`src/rtl/core/onsm_pkg.sv`:
```
package onsm_pkg;

    // Event codes carried on s_tuser
    typedef enum logic [3:0] {
        EV_HELLO       = 4'd0,
        EV_TWOWAY      = 4'd1,
        EV_NEGDONE     = 4'd2,
        EV_EXCHDONE    = 4'd3,
        EV_BADLSREQ    = 4'd4,
        EV_LOADDONE    = 4'd5,
        EV_ADJOK       = 4'd6,
        EV_SEQMISMATCH = 4'd7,
        EV_ONEWAY      = 4'd8,
        EV_KILL        = 4'd9,
        EV_INACTIVITY  = 4'd10,
        EV_LLDOWN      = 4'd11
    } event_t;

    // Configuration register indexes
    typedef enum logic [2:0] {
        CFG_DEAD_INTERVAL  = 3'd0,
        CFG_NETWORK_KIND   = 3'd1,
        CFG_OWN_ADDRESS    = 3'd2,
        CFG_DR_ADDRESS     = 3'd3,
        CFG_BDR_ADDRESS    = 3'd4,
        CFG_NEIGHBOR_ADDR  = 3'd5,
        CFG_STUB_AREA      = 3'd6,
        CFG_SEQUENCE_SEED  = 3'd7
    } cfg_idx_t;

    // Network kinds
    localparam logic [1:0] NET_BROADCAST = 2'd0;
    localparam logic [1:0] NET_VIRTUAL   = 2'd1;
    localparam logic [1:0] NET_OTHER     = 2'd2;

    // LSA origination requests
    localparam logic [1:0] ORIG_NONE    = 2'd0;
    localparam logic [1:0] ORIG_NETWORK = 2'd1;
    localparam logic [1:0] ORIG_REFRESH = 2'd2;

    // Options byte for DD exchange
    localparam logic [7:0] OPTIONS_STUB   = 8'h40;
    localparam logic [7:0] OPTIONS_NORMAL = 8'h42;

    localparam int unsigned CFG_DATA_W = 32;
    localparam int unsigned IN_DATA_W  = 16;
    localparam int unsigned OUT_DATA_W = 72;

endpackage

```
`src/rtl/core/ospf_neighbor_state_machine.sv`:
```
// OSPF neighbor state machine for one neighbor (Down, Attempt, Init, 2-Way,
// ExStart, Exchange, Loading, Full). Each input beat is one event; each event
// yields exactly one result beat with the new state, the DD sequence and
// options, the inactivity timer load value and the action flags. Events are
// taken one per clock cycle, back to back, unless a low m_tready stalls the
// result stream. An event passes an input register, then a single pass of
// next-state logic into the result register, which also updates the neighbor
// state that the following event sees. The user must write configuration via
// the cfg_* port while no event is in flight (not enforced); no read-back.
module ospf_neighbor_state_machine #(
    parameter int unsigned ADJ_FORMING_MAX = 4
) (
    input  logic                                 clk,
    input  logic                                 rst_n,
    // configuration write port
    input  logic                                 cfg_wr_en,
    input  logic [2:0]                           cfg_index,
    input  logic [onsm_pkg::CFG_DATA_W-1:0]      cfg_data,
    // event stream
    input  logic                                 s_tvalid,
    output logic                                 s_tready,
    // [0] request_list_empty, [8:1] forming_count, [15:9] zero
    input  logic [onsm_pkg::IN_DATA_W-1:0]       s_tdata,
    // [3:0] kind
    input  logic [3:0]                           s_tuser,
    // result stream
    output logic                                 m_tvalid,
    input  logic                                 m_tready,
    // [2:0] new_state, [3] state_changed, [4] send_trap, [5] start_dd_exchange,
    // [37:6] dd_sequence, [45:38] dd_options, [46] send_ls_request,
    // [47] clear_lists, [48] adjacency_postponed, [49] remove_neighbor,
    // [51:50] originate_lsas, [67:52] inact_load, [71:68] zero
    output logic [onsm_pkg::OUT_DATA_W-1:0]      m_tdata
);

    typedef enum logic [2:0] {
        ST_DOWN     = 3'd0,
        ST_ATTEMPT  = 3'd1,
        ST_INIT     = 3'd2,
        ST_TWOWAY   = 3'd3,
        ST_EXSTART  = 3'd4,
        ST_EXCHANGE = 3'd5,
        ST_LOADING  = 3'd6,
        ST_FULL     = 3'd7
    } nbr_state_t;

    // configuration registers
    logic [15:0] dead_interval_reg;
    logic [1:0]  network_kind_reg;
    logic [31:0] own_address_reg;
    logic [31:0] dr_address_reg;
    logic [31:0] bdr_address_reg;
    logic [31:0] neighbor_address_reg;
    logic        stub_area_reg;
    logic [31:0] sequence_seed_reg;

    // input stage
    logic        in_valid_reg;
    logic [3:0]  in_kind_reg;
    logic        in_req_empty_reg;
    logic [7:0]  in_forming_reg;

    // neighbor state
    nbr_state_t  state_reg, state_next;
    logic [15:0] inact_reg, inact_next;
    logic [31:0] dd_seq_reg, dd_seq_next;
    logic        master_reg, master_next;
    logic [7:0]  options_reg, options_next;
    logic        postponed_reg, postponed_next;

    // result stage
    logic        out_valid_reg;
    logic [onsm_pkg::OUT_DATA_W-1:0] out_data_reg, out_data_next;

    logic advance;
    logic load_in;

    assign advance  = in_valid_reg && (!out_valid_reg || m_tready);
    assign s_tready = !in_valid_reg || advance;
    assign load_in  = s_tvalid && s_tready;
    assign m_tvalid = out_valid_reg;
    assign m_tdata  = out_data_reg;

    // next-state and result logic for the event in the input register
    always_comb
    begin
        onsm_pkg::event_t ev;
        logic             adj;
        logic             changed;
        logic             trap;
        logic             start_dd;
        logic             ls_req;
        logic             clr;
        logic             remove;
        logic [1:0]       orig;
        logic             is_dr;
        logic [31:0]      seq_base;
        logic [31:0]      seq_start;
        logic [7:0]       opt_start;

        ev       = onsm_pkg::event_t'(in_kind_reg);
        adj      = (network_kind_reg == onsm_pkg::NET_VIRTUAL)
                || (neighbor_address_reg == dr_address_reg)
                || (neighbor_address_reg == bdr_address_reg)
                || (own_address_reg == dr_address_reg)
                || (own_address_reg == bdr_address_reg);
        is_dr    = (own_address_reg == dr_address_reg);
        start_dd = 1'b0;
        ls_req   = 1'b0;
        clr      = 1'b0;
        remove   = 1'b0;
        orig     = onsm_pkg::ORIG_NONE;

        // adjacency start: bump first on a restart, then seed if zero and bump
        seq_base = ((ev == onsm_pkg::EV_BADLSREQ) || (ev == onsm_pkg::EV_SEQMISMATCH))
                 ? dd_seq_reg + 32'd1 : dd_seq_reg;
        seq_start = ((seq_base == 32'd0) ? sequence_seed_reg : seq_base) + 32'd1;
        opt_start = stub_area_reg ? onsm_pkg::OPTIONS_STUB : onsm_pkg::OPTIONS_NORMAL;

        state_next     = state_reg;
        inact_next     = inact_reg;
        dd_seq_next    = dd_seq_reg;
        master_next    = master_reg;
        options_next   = options_reg;
        postponed_next = postponed_reg;

        unique case (ev) inside
            onsm_pkg::EV_HELLO:
            begin
                if (state_reg < ST_INIT)
                begin
                    state_next = ST_INIT;
                end
                inact_next = dead_interval_reg;
            end
            onsm_pkg::EV_TWOWAY:
            begin
                if (state_reg == ST_INIT)
                begin
                    if (adj)
                    begin
                        state_next   = ST_EXSTART;
                        dd_seq_next  = seq_start;
                        master_next  = 1'b1;
                        options_next = opt_start;
                        start_dd     = 1'b1;
                    end
                    else
                    begin
                        state_next = ST_TWOWAY;
                    end
                end
            end
            onsm_pkg::EV_NEGDONE:
            begin
                if (state_reg == ST_EXSTART)
                begin
                    state_next = ST_EXCHANGE;
                end
            end
            onsm_pkg::EV_EXCHDONE:
            begin
                if (state_reg == ST_EXCHANGE)
                begin
                    if (in_req_empty_reg)
                    begin
                        state_next = ST_FULL;
                        orig       = is_dr ? onsm_pkg::ORIG_NETWORK : onsm_pkg::ORIG_NONE;
                    end
                    else
                    begin
                        state_next = ST_LOADING;
                        ls_req     = 1'b1;
                    end
                end
            end
            onsm_pkg::EV_LOADDONE:
            begin
                if (state_reg == ST_LOADING)
                begin
                    state_next = ST_FULL;
                    orig       = is_dr ? onsm_pkg::ORIG_NETWORK : onsm_pkg::ORIG_NONE;
                end
            end
            onsm_pkg::EV_ADJOK:
            begin
                if ((state_reg == ST_TWOWAY) && adj)
                begin
                    if (in_forming_reg >= 8'(ADJ_FORMING_MAX))
                    begin
                        postponed_next = 1'b1;
                    end
                    else
                    begin
                        postponed_next = 1'b0;
                        state_next     = ST_EXSTART;
                        dd_seq_next    = seq_start;
                        master_next    = 1'b1;
                        options_next   = opt_start;
                        start_dd       = 1'b1;
                    end
                end
                else if ((state_reg >= ST_EXSTART) && !adj)
                begin
                    clr        = 1'b1;
                    state_next = ST_TWOWAY;
                end
            end
            onsm_pkg::EV_BADLSREQ, onsm_pkg::EV_SEQMISMATCH:
            begin
                if (state_reg >= ST_EXCHANGE)
                begin
                    state_next   = ST_EXSTART;
                    dd_seq_next  = seq_start;
                    master_next  = 1'b1;
                    options_next = opt_start;
                    clr          = 1'b1;
                    start_dd     = 1'b1;
                end
            end
            onsm_pkg::EV_ONEWAY:
            begin
                if (state_reg >= ST_TWOWAY)
                begin
                    state_next = ST_INIT;
                    clr        = 1'b1;
                end
            end
            onsm_pkg::EV_KILL, onsm_pkg::EV_INACTIVITY, onsm_pkg::EV_LLDOWN:
            begin
                state_next     = ST_DOWN;
                inact_next     = 16'd0;
                master_next    = 1'b0;
                dd_seq_next    = 32'd0;
                postponed_next = 1'b0;
                clr            = 1'b1;
                if ((ev == onsm_pkg::EV_KILL)
                    || ((ev == onsm_pkg::EV_INACTIVITY)
                        && (network_kind_reg == onsm_pkg::NET_BROADCAST)))
                begin
                    remove = 1'b1;
                    orig   = onsm_pkg::ORIG_REFRESH;
                end
            end
            default:
            begin
                // unused event codes leave everything as it is
            end
        endcase

        changed = (state_next != state_reg);
        trap    = changed && ((state_next < state_reg) || (state_next == ST_TWOWAY)
                              || (state_next == ST_FULL));

        out_data_next = {4'd0, inact_next, orig, remove, postponed_next, clr, ls_req,
                         options_next, dd_seq_next, start_dd, trap, changed,
                         state_next};
    end

    // configuration, input stage, neighbor state and result registers
    always_ff @(posedge clk or negedge rst_n)
    begin
        if (!rst_n)
        begin
            dead_interval_reg    <= 16'd40;
            network_kind_reg     <= 2'd0;
            own_address_reg      <= 32'd0;
            dr_address_reg       <= 32'd0;
            bdr_address_reg      <= 32'd0;
            neighbor_address_reg <= 32'd0;
            stub_area_reg        <= 1'b0;
            sequence_seed_reg    <= 32'd1;
            in_valid_reg         <= 1'b0;
            in_kind_reg          <= 4'd0;
            in_req_empty_reg     <= 1'b0;
            in_forming_reg       <= 8'd0;
            state_reg            <= ST_DOWN;
            inact_reg            <= 16'd0;
            dd_seq_reg           <= 32'd0;
            master_reg           <= 1'b0;
            options_reg          <= 8'd0;
            postponed_reg        <= 1'b0;
            out_valid_reg        <= 1'b0;
            out_data_reg         <= '0;
        end
        else
        begin
            if (cfg_wr_en)
            begin
                unique case (onsm_pkg::cfg_idx_t'(cfg_index))
                    onsm_pkg::CFG_DEAD_INTERVAL: dead_interval_reg    <= cfg_data[15:0];
                    onsm_pkg::CFG_NETWORK_KIND:  network_kind_reg     <= cfg_data[1:0];
                    onsm_pkg::CFG_OWN_ADDRESS:   own_address_reg      <= cfg_data;
                    onsm_pkg::CFG_DR_ADDRESS:    dr_address_reg       <= cfg_data;
                    onsm_pkg::CFG_BDR_ADDRESS:   bdr_address_reg      <= cfg_data;
                    onsm_pkg::CFG_NEIGHBOR_ADDR: neighbor_address_reg <= cfg_data;
                    onsm_pkg::CFG_STUB_AREA:     stub_area_reg        <= cfg_data[0];
                    onsm_pkg::CFG_SEQUENCE_SEED: sequence_seed_reg    <= cfg_data;
                endcase
            end

            // input beat capture
            if (load_in)
            begin
                in_valid_reg     <= 1'b1;
                in_kind_reg      <= s_tuser;
                in_req_empty_reg <= s_tdata[0];
                in_forming_reg   <= s_tdata[8:1];
            end
            else if (advance)
            begin
                in_valid_reg <= 1'b0;
            end

            // event moves into the result register
            if (advance)
            begin
                state_reg     <= state_next;
                inact_reg     <= inact_next;
                dd_seq_reg    <= dd_seq_next;
                master_reg    <= master_next;
                options_reg   <= options_next;
                postponed_reg <= postponed_next;
                out_data_reg  <= out_data_next;
                out_valid_reg <= 1'b1;
            end
            else if (m_tready)
            begin
                out_valid_reg <= 1'b0;
            end
        end
    end

endmodule
```
`config.mk`:
```
export PLATFORM = sky130hd
export DESIGN_NAME = ospf_neighbor_state_machine
export DESIGN_NICKNAME = d
export VERILOG_FILES = /design/src/rtl/core/onsm_pkg.sv /design/src/rtl/core/ospf_neighbor_state_machine.sv
export SDC_FILE = /design/constraint.sdc
export NUM_CORES = 1
export LEC_CHECK = 0
export BUFFER_PORTS_ARGS = -buffer_cell sky130_fd_sc_hd__buf_4
export CAP_MARGIN = 5
export CORE_ASPECT_RATIO = 0.6
export CORE_MARGIN = 3
export CORE_UTILIZATION = 35
export CTS_CLUSTER_SIZE = 10
export DETAILED_ROUTE_END_ITERATION = 10
export PLACE_DENSITY = 0.51
export SLEW_MARGIN = 30
export SYNTH_ARGS = -nofsm -noshare
export SYNTH_HDL_FRONTEND = slang
export SYNTH_SLANG_ARGS = --single-unit
export TNS_END_PERCENT = 100
```
`constraint.sdc`:
```
create_clock -name clk -period 13.51 [get_ports clk]
set_clock_uncertainty 0.2 [all_clocks]
set_input_delay 0.6755 -clock clk [delete_from_list [all_inputs] [get_ports clk]]
set_output_delay 0.6755 -clock clk [all_outputs]
set_load 0.005 [all_outputs]
```
# After elaboration in Yosys (flattened, before gate mapping)
# Cells that the tools add are included.
dict set report totals {
  reg_bits 322
  in_bits 60
  out_inout_bits 74
  word_cells 150
}
dict set report classes {
  add_sub_neg 2
  order_cmp 6
  eq_ne 31
  n_mux 57
  n_reduce_logical 35
}
# operator n
set ops {}
lappend ops {{32-bit two-way mux} 7}
lappend ops {{32-bit equality test} 4}
lappend ops {{32-bit case mux with 4 select lines} 1}
lappend ops {{32-bit by 1-bit adder with 32-bit output, second input constant} 2}
lappend ops {{8-bit two-way mux} 5}
lappend ops {{3-bit two-way mux} 11}
lappend ops {{32-bit zero test} 1}
lappend ops {{16-bit case mux with 2 select lines} 1}
lappend ops {{3-bit case mux with 9 select lines} 1}
lappend ops {{3-bit equality test, second input constant} 8}
lappend ops {{1-bit two-way mux} 24}
lappend ops {{8-bit case mux with 3 select lines} 1}
lappend ops {{4-bit by 3-bit equality test with 1-bit output, second input constant} 4}
lappend ops {{4-bit equality test, second input constant} 4}
lappend ops {{2-bit AND reduction} 8}
lappend ops {{3-bit by 2-bit equality test with 1-bit output, second input constant} 5}
lappend ops {{1-bit logical OR} 10}
lappend ops {{4-bit by 2-bit equality test with 1-bit output, second input constant} 2}
lappend ops {{8-bit by 3-bit >= comparator with 1-bit output, second input constant} 1}
lappend ops {{3-bit >= comparator, second input constant} 2}
lappend ops {{1-bit logical AND} 6}
lappend ops {{2-bit case mux with 3 select lines} 1}
lappend ops {{4-bit by 1-bit equality test with 1-bit output, second input constant} 1}
lappend ops {{4-bit zero test} 1}
lappend ops {{other kinds (16)} 20}

# Longest topological paths before layout
dict set report depth {
  ltp_word 14
  ltp_mapped 24
}

# Least setup slack after synthesis
# No wires, ideal clock.
dict set report synth_timing {
  path_kind {register -> register}
  startpoint {register (tool-made name)}
  endpoint {register (tool-made name)}
  setup_time_ps 122
  arrival_time_ps 5213
  t_required_ps 13188
  setup_slack_ps 7976
  stages_incl_launch_ff 24
  period_less_slack_ps 5534
  path_cell_list {dfrtp_1 > ha_1 > clkbuf_1 > and4_1 > nand4_2 > or3_1 > xor2_1 > nand4_1 > nor4_1 > buf_4 > and2_1 > buf_2 > clkbuf_1 > nand2_1 > nand2_1 > ha_1 > o221ai_1 > or2_1 > nor4_1 > a32oi_1 > nor3_1 > nand3_1 > or3_1 > a32o_1}
}

==> impl_metrics.py <==
metrics = {
    "floorplan": {
        "coreArea_um2": 40650,
        "num_io_pins": 134,
        "die_h_um": 163.5,
        "die_area_um2": 43920,
        "die_w_um": 268.6,
        "start_util": 0.3561,
        "row_count": 57,
    },
    "synthesis": {
        "syn-cell-area_um2": 14480,
        "synthTopCellsByArea": "dfrtp_1 (44%), mux2_2 (15%), xor2_1 (9.1%), xnor2_1 (2.5%), a22o_1 (2.4%)",
        "synth-edff-count": 0,
        "async_flop_share": 1.000,
        "synth_top_area_share": 0.4443,
        "yosysWarnings": 0,
        "seq_area_frac_synth": 0.4497,
        "yosysMostFrequentCell": "dfrtp_1",
        "synth_top_cell_by_area": "dfrtp_1",
        "synthCells": 1337,
        "synth_flop_cell": "dfrtp_1",
        "synthTopCellsByCount": "dfrtp_1 (257), mux2_2 (191), xor2_1 (150), nand2_1 (80), clkbuf_1 (53)",
        "synth-seq-cells": 260,
        "avgSynthCellArea_um2": 10.83,
        "ys_types": 78,
    },
    "cts": {
        "postCtsSetupRepairBufs": 0,
        "cts-root-buf": "clkbuf_16",
        "clk_pin_slew_worst_paths_ns": 0.06,
        "cts_tree": "yes",
        "clk_path_buf_depth": 3,
        "clk_latency_ns": 0.57,
        "htree_num_levels": 1,
        "cts_made_buffers": 30,
        "cts.sinks": 260,
        "post_cts_resized": 0,
    },
    "layout": {
        "area_growth_pct": 15.83,
        "drive_gt1_frac": 0.2708,
        "finalNetCount": 1494,
    },
    "global_routing": {
        "grt-ovfl-total": 0,
        "grt_usage": 0.2027,
        "grt_max_degree": 158,
        "grt_antenna_before_repair": 3,
        "use_met3": 0.04592,
        "gr-usage-met2": 0.2685,
        "grt_pass1_vias": 10590,
        "grt_pass1_wl_um": 67980,
        "grt_most_used_layer": "met1",
        "use_met1": 0.3307,
    },
    "routing": {
        "drt_first_pass_iters": 7,
        "routed_wl_um": 44410,
        "drtAntennaViolNets": 0,
        "wl_per_cell_um": 22.47,
        "routed_via_density": 5.506,
        "drtIter0Drc": 916,
        "vias": 10890,
        "drc": 0,
    },
    "sta": {
        "rsz0062_at_grt": "false",
        "slew_headroom": 0.3858,
        "hold_viol_final": 0,
        "fmax_ghz": 0.1407,
        "worst_slew_pin_slew_ns": 0.9181,
        "min_period_over_period": 0.5259,
        "report.final.setup_viol": 0,
        "period_needed_ns": 7.105,
        "fin_ws_ns": 6.405,
        "slew_viol_final": 0,
        "fin_setup_tns_ns": 0,
    },
    "worst_setup_path": {
        "worst_setup_path_start_kind": "register",
        "crit_arrival_ns": 7.36,
        "worst-path-max-fanout": 31,
        "crit_required_ns": 13.76,
        "crit_type": "reg2reg",
        "worstSetupEndpointType": "register",
    },
    "power_and_ir_drop": {
        "leakagePower_uw": 0.007132,
        "vdd_drop_max_v": 0.00009710,
        "power_uw": 2502,
        "power_density_nw_per_um2": 149.2,
    },
    "place": {
        "dp_slack_ns": 6.686,
        "hpwl_um": 31950,
        "io_buffers": 120,
        "place.gp.congestion": 0.8848,
    },
    "run_status": {
        "outcome": "finished clean",
    },
    "job": {
        "cap_viol_max_count": 0,
    },
    "worst_hold_path": {
        "worstHoldPathType": "in2reg",
    },
}
path summary, 6_finish.rpt:
kind / from / endpoint / slack (ns) / cells past startpoint
max: register / register / 6.40 / 22
min: s_tvalid / in_valid_reg / 0.12 / 2
max reg2reg: register / register / 6.40 / 22
min reg2reg: m_tdata[49] / m_tdata[49] / 0.29 / 2
max in group asynchronous: rst_n / own_address_reg[10] / 11.16 / 4
min in group asynchronous: rst_n / async pin / 0.55 / 2
routing by layer:
metal / share of wire / vias to the layer above
met5: 0 / -
met4: 0.012 / 0
met3: 0.071 / 46
met2: 0.39 / 350
met1: 0.53 / 5438
li1: - / 5052
report_power, final:
| group | internal (uW) | switching (uW) | total [uW] | leakage [uW] |
|---|---|---|---|---|
| clock | 430 | 323 | 753 | 0.000422 |
| sequential | 925 | 164 | 1090 | 0.00323 |
| combinational | 302 | 358 | 659 | 0.00348 |
critical path, stage by stage (launching register included):
cell and delay (ns):
dfrtp_1 0.59, ha_1 0.43, and4_1 0.28, nand4_2 0.29
or3_1 0.48, xor2_1 0.39, nand4_1 0.22, nor4_1 0.41
buf_4 0.27, and2_1 0.14, buf_4 0.34, nand2_1 0.13
nand2_1 0.07, ha_1 0.23, o221ai_1 0.28, nor4_1 0.55
nand2_1 0.20, nor3_1 0.35, inv_1 0.10, a21oi_1 0.47
nor3b_1 0.29, xnor2_1 0.09, a22o_1 0.17
logic make-up (layout without fill, tap and decap cells):
group                      after synthesis  count (layout)  synth area share
DFF                                    260             260            0.4497
buffers and inverters                   96             200           0.02809
muxes                                  199             199            0.1541
other                                    1               6         0.0002590
AOI/OAI and AO/OA                      210             210            0.1035
xor gates and xnor gates               192             192            0.1167
and+or+nand+nor                        374             374            0.1434
adders and majority gates                5               5          0.004322
cell type report:
class,instances,area (um^2)
tap,531,664.4
fill,3952,23880
clock inverter,1,5.005
clock buffer,46,862.1
antenna,2,5.005
multi-input combinational,984,7599
inverter,18,67.56
timing repair buffer,135,1056
sequential,260,6510
metrics by stage:
step | hold slack [ns] | std cells | instance area (um^2) | utilization
2_1_floorplan | 0.1799 | 1340 | 14490 | -
3_3_place_gp | 0.2637 | 1926 | 15850 | 0.3900
3_5_place_dp | 0.2712 | 1926 | 15850 | 0.3900
4_1_cts | 0.08895 | 1974 | 16730 | 0.4115
5_1_grt | 0.1028 | 1977 | 16770 | 0.4125
6_report | 0.1152 | 1977 | 16770 | 0.4125
what timing repair did:
action / 4_1_cts / 5_1_grt
endpoints found under the hold margin: 33 / 0
hold buffers: 1 / 0
setup endpoints to repair: 0 / 0
cell usage in the layout (no fill, tap or decap), types with 17 or more instances in the layout:
cell type,n
xnor2_1,41
nand4_1,27
a22o_1,40
inv_1,17
nor2b_1,18
o21ai_0,39
nor3_1,29
clkbuf_16,31
nand2_1,80
nand3_1,38
buf_4,131
a21oi_1,43
dfrtp_1,257
nor2_1,40
nor4_1,49
xor2_1,150
mux2_2,191
Power figures use the tool's default switching activity.
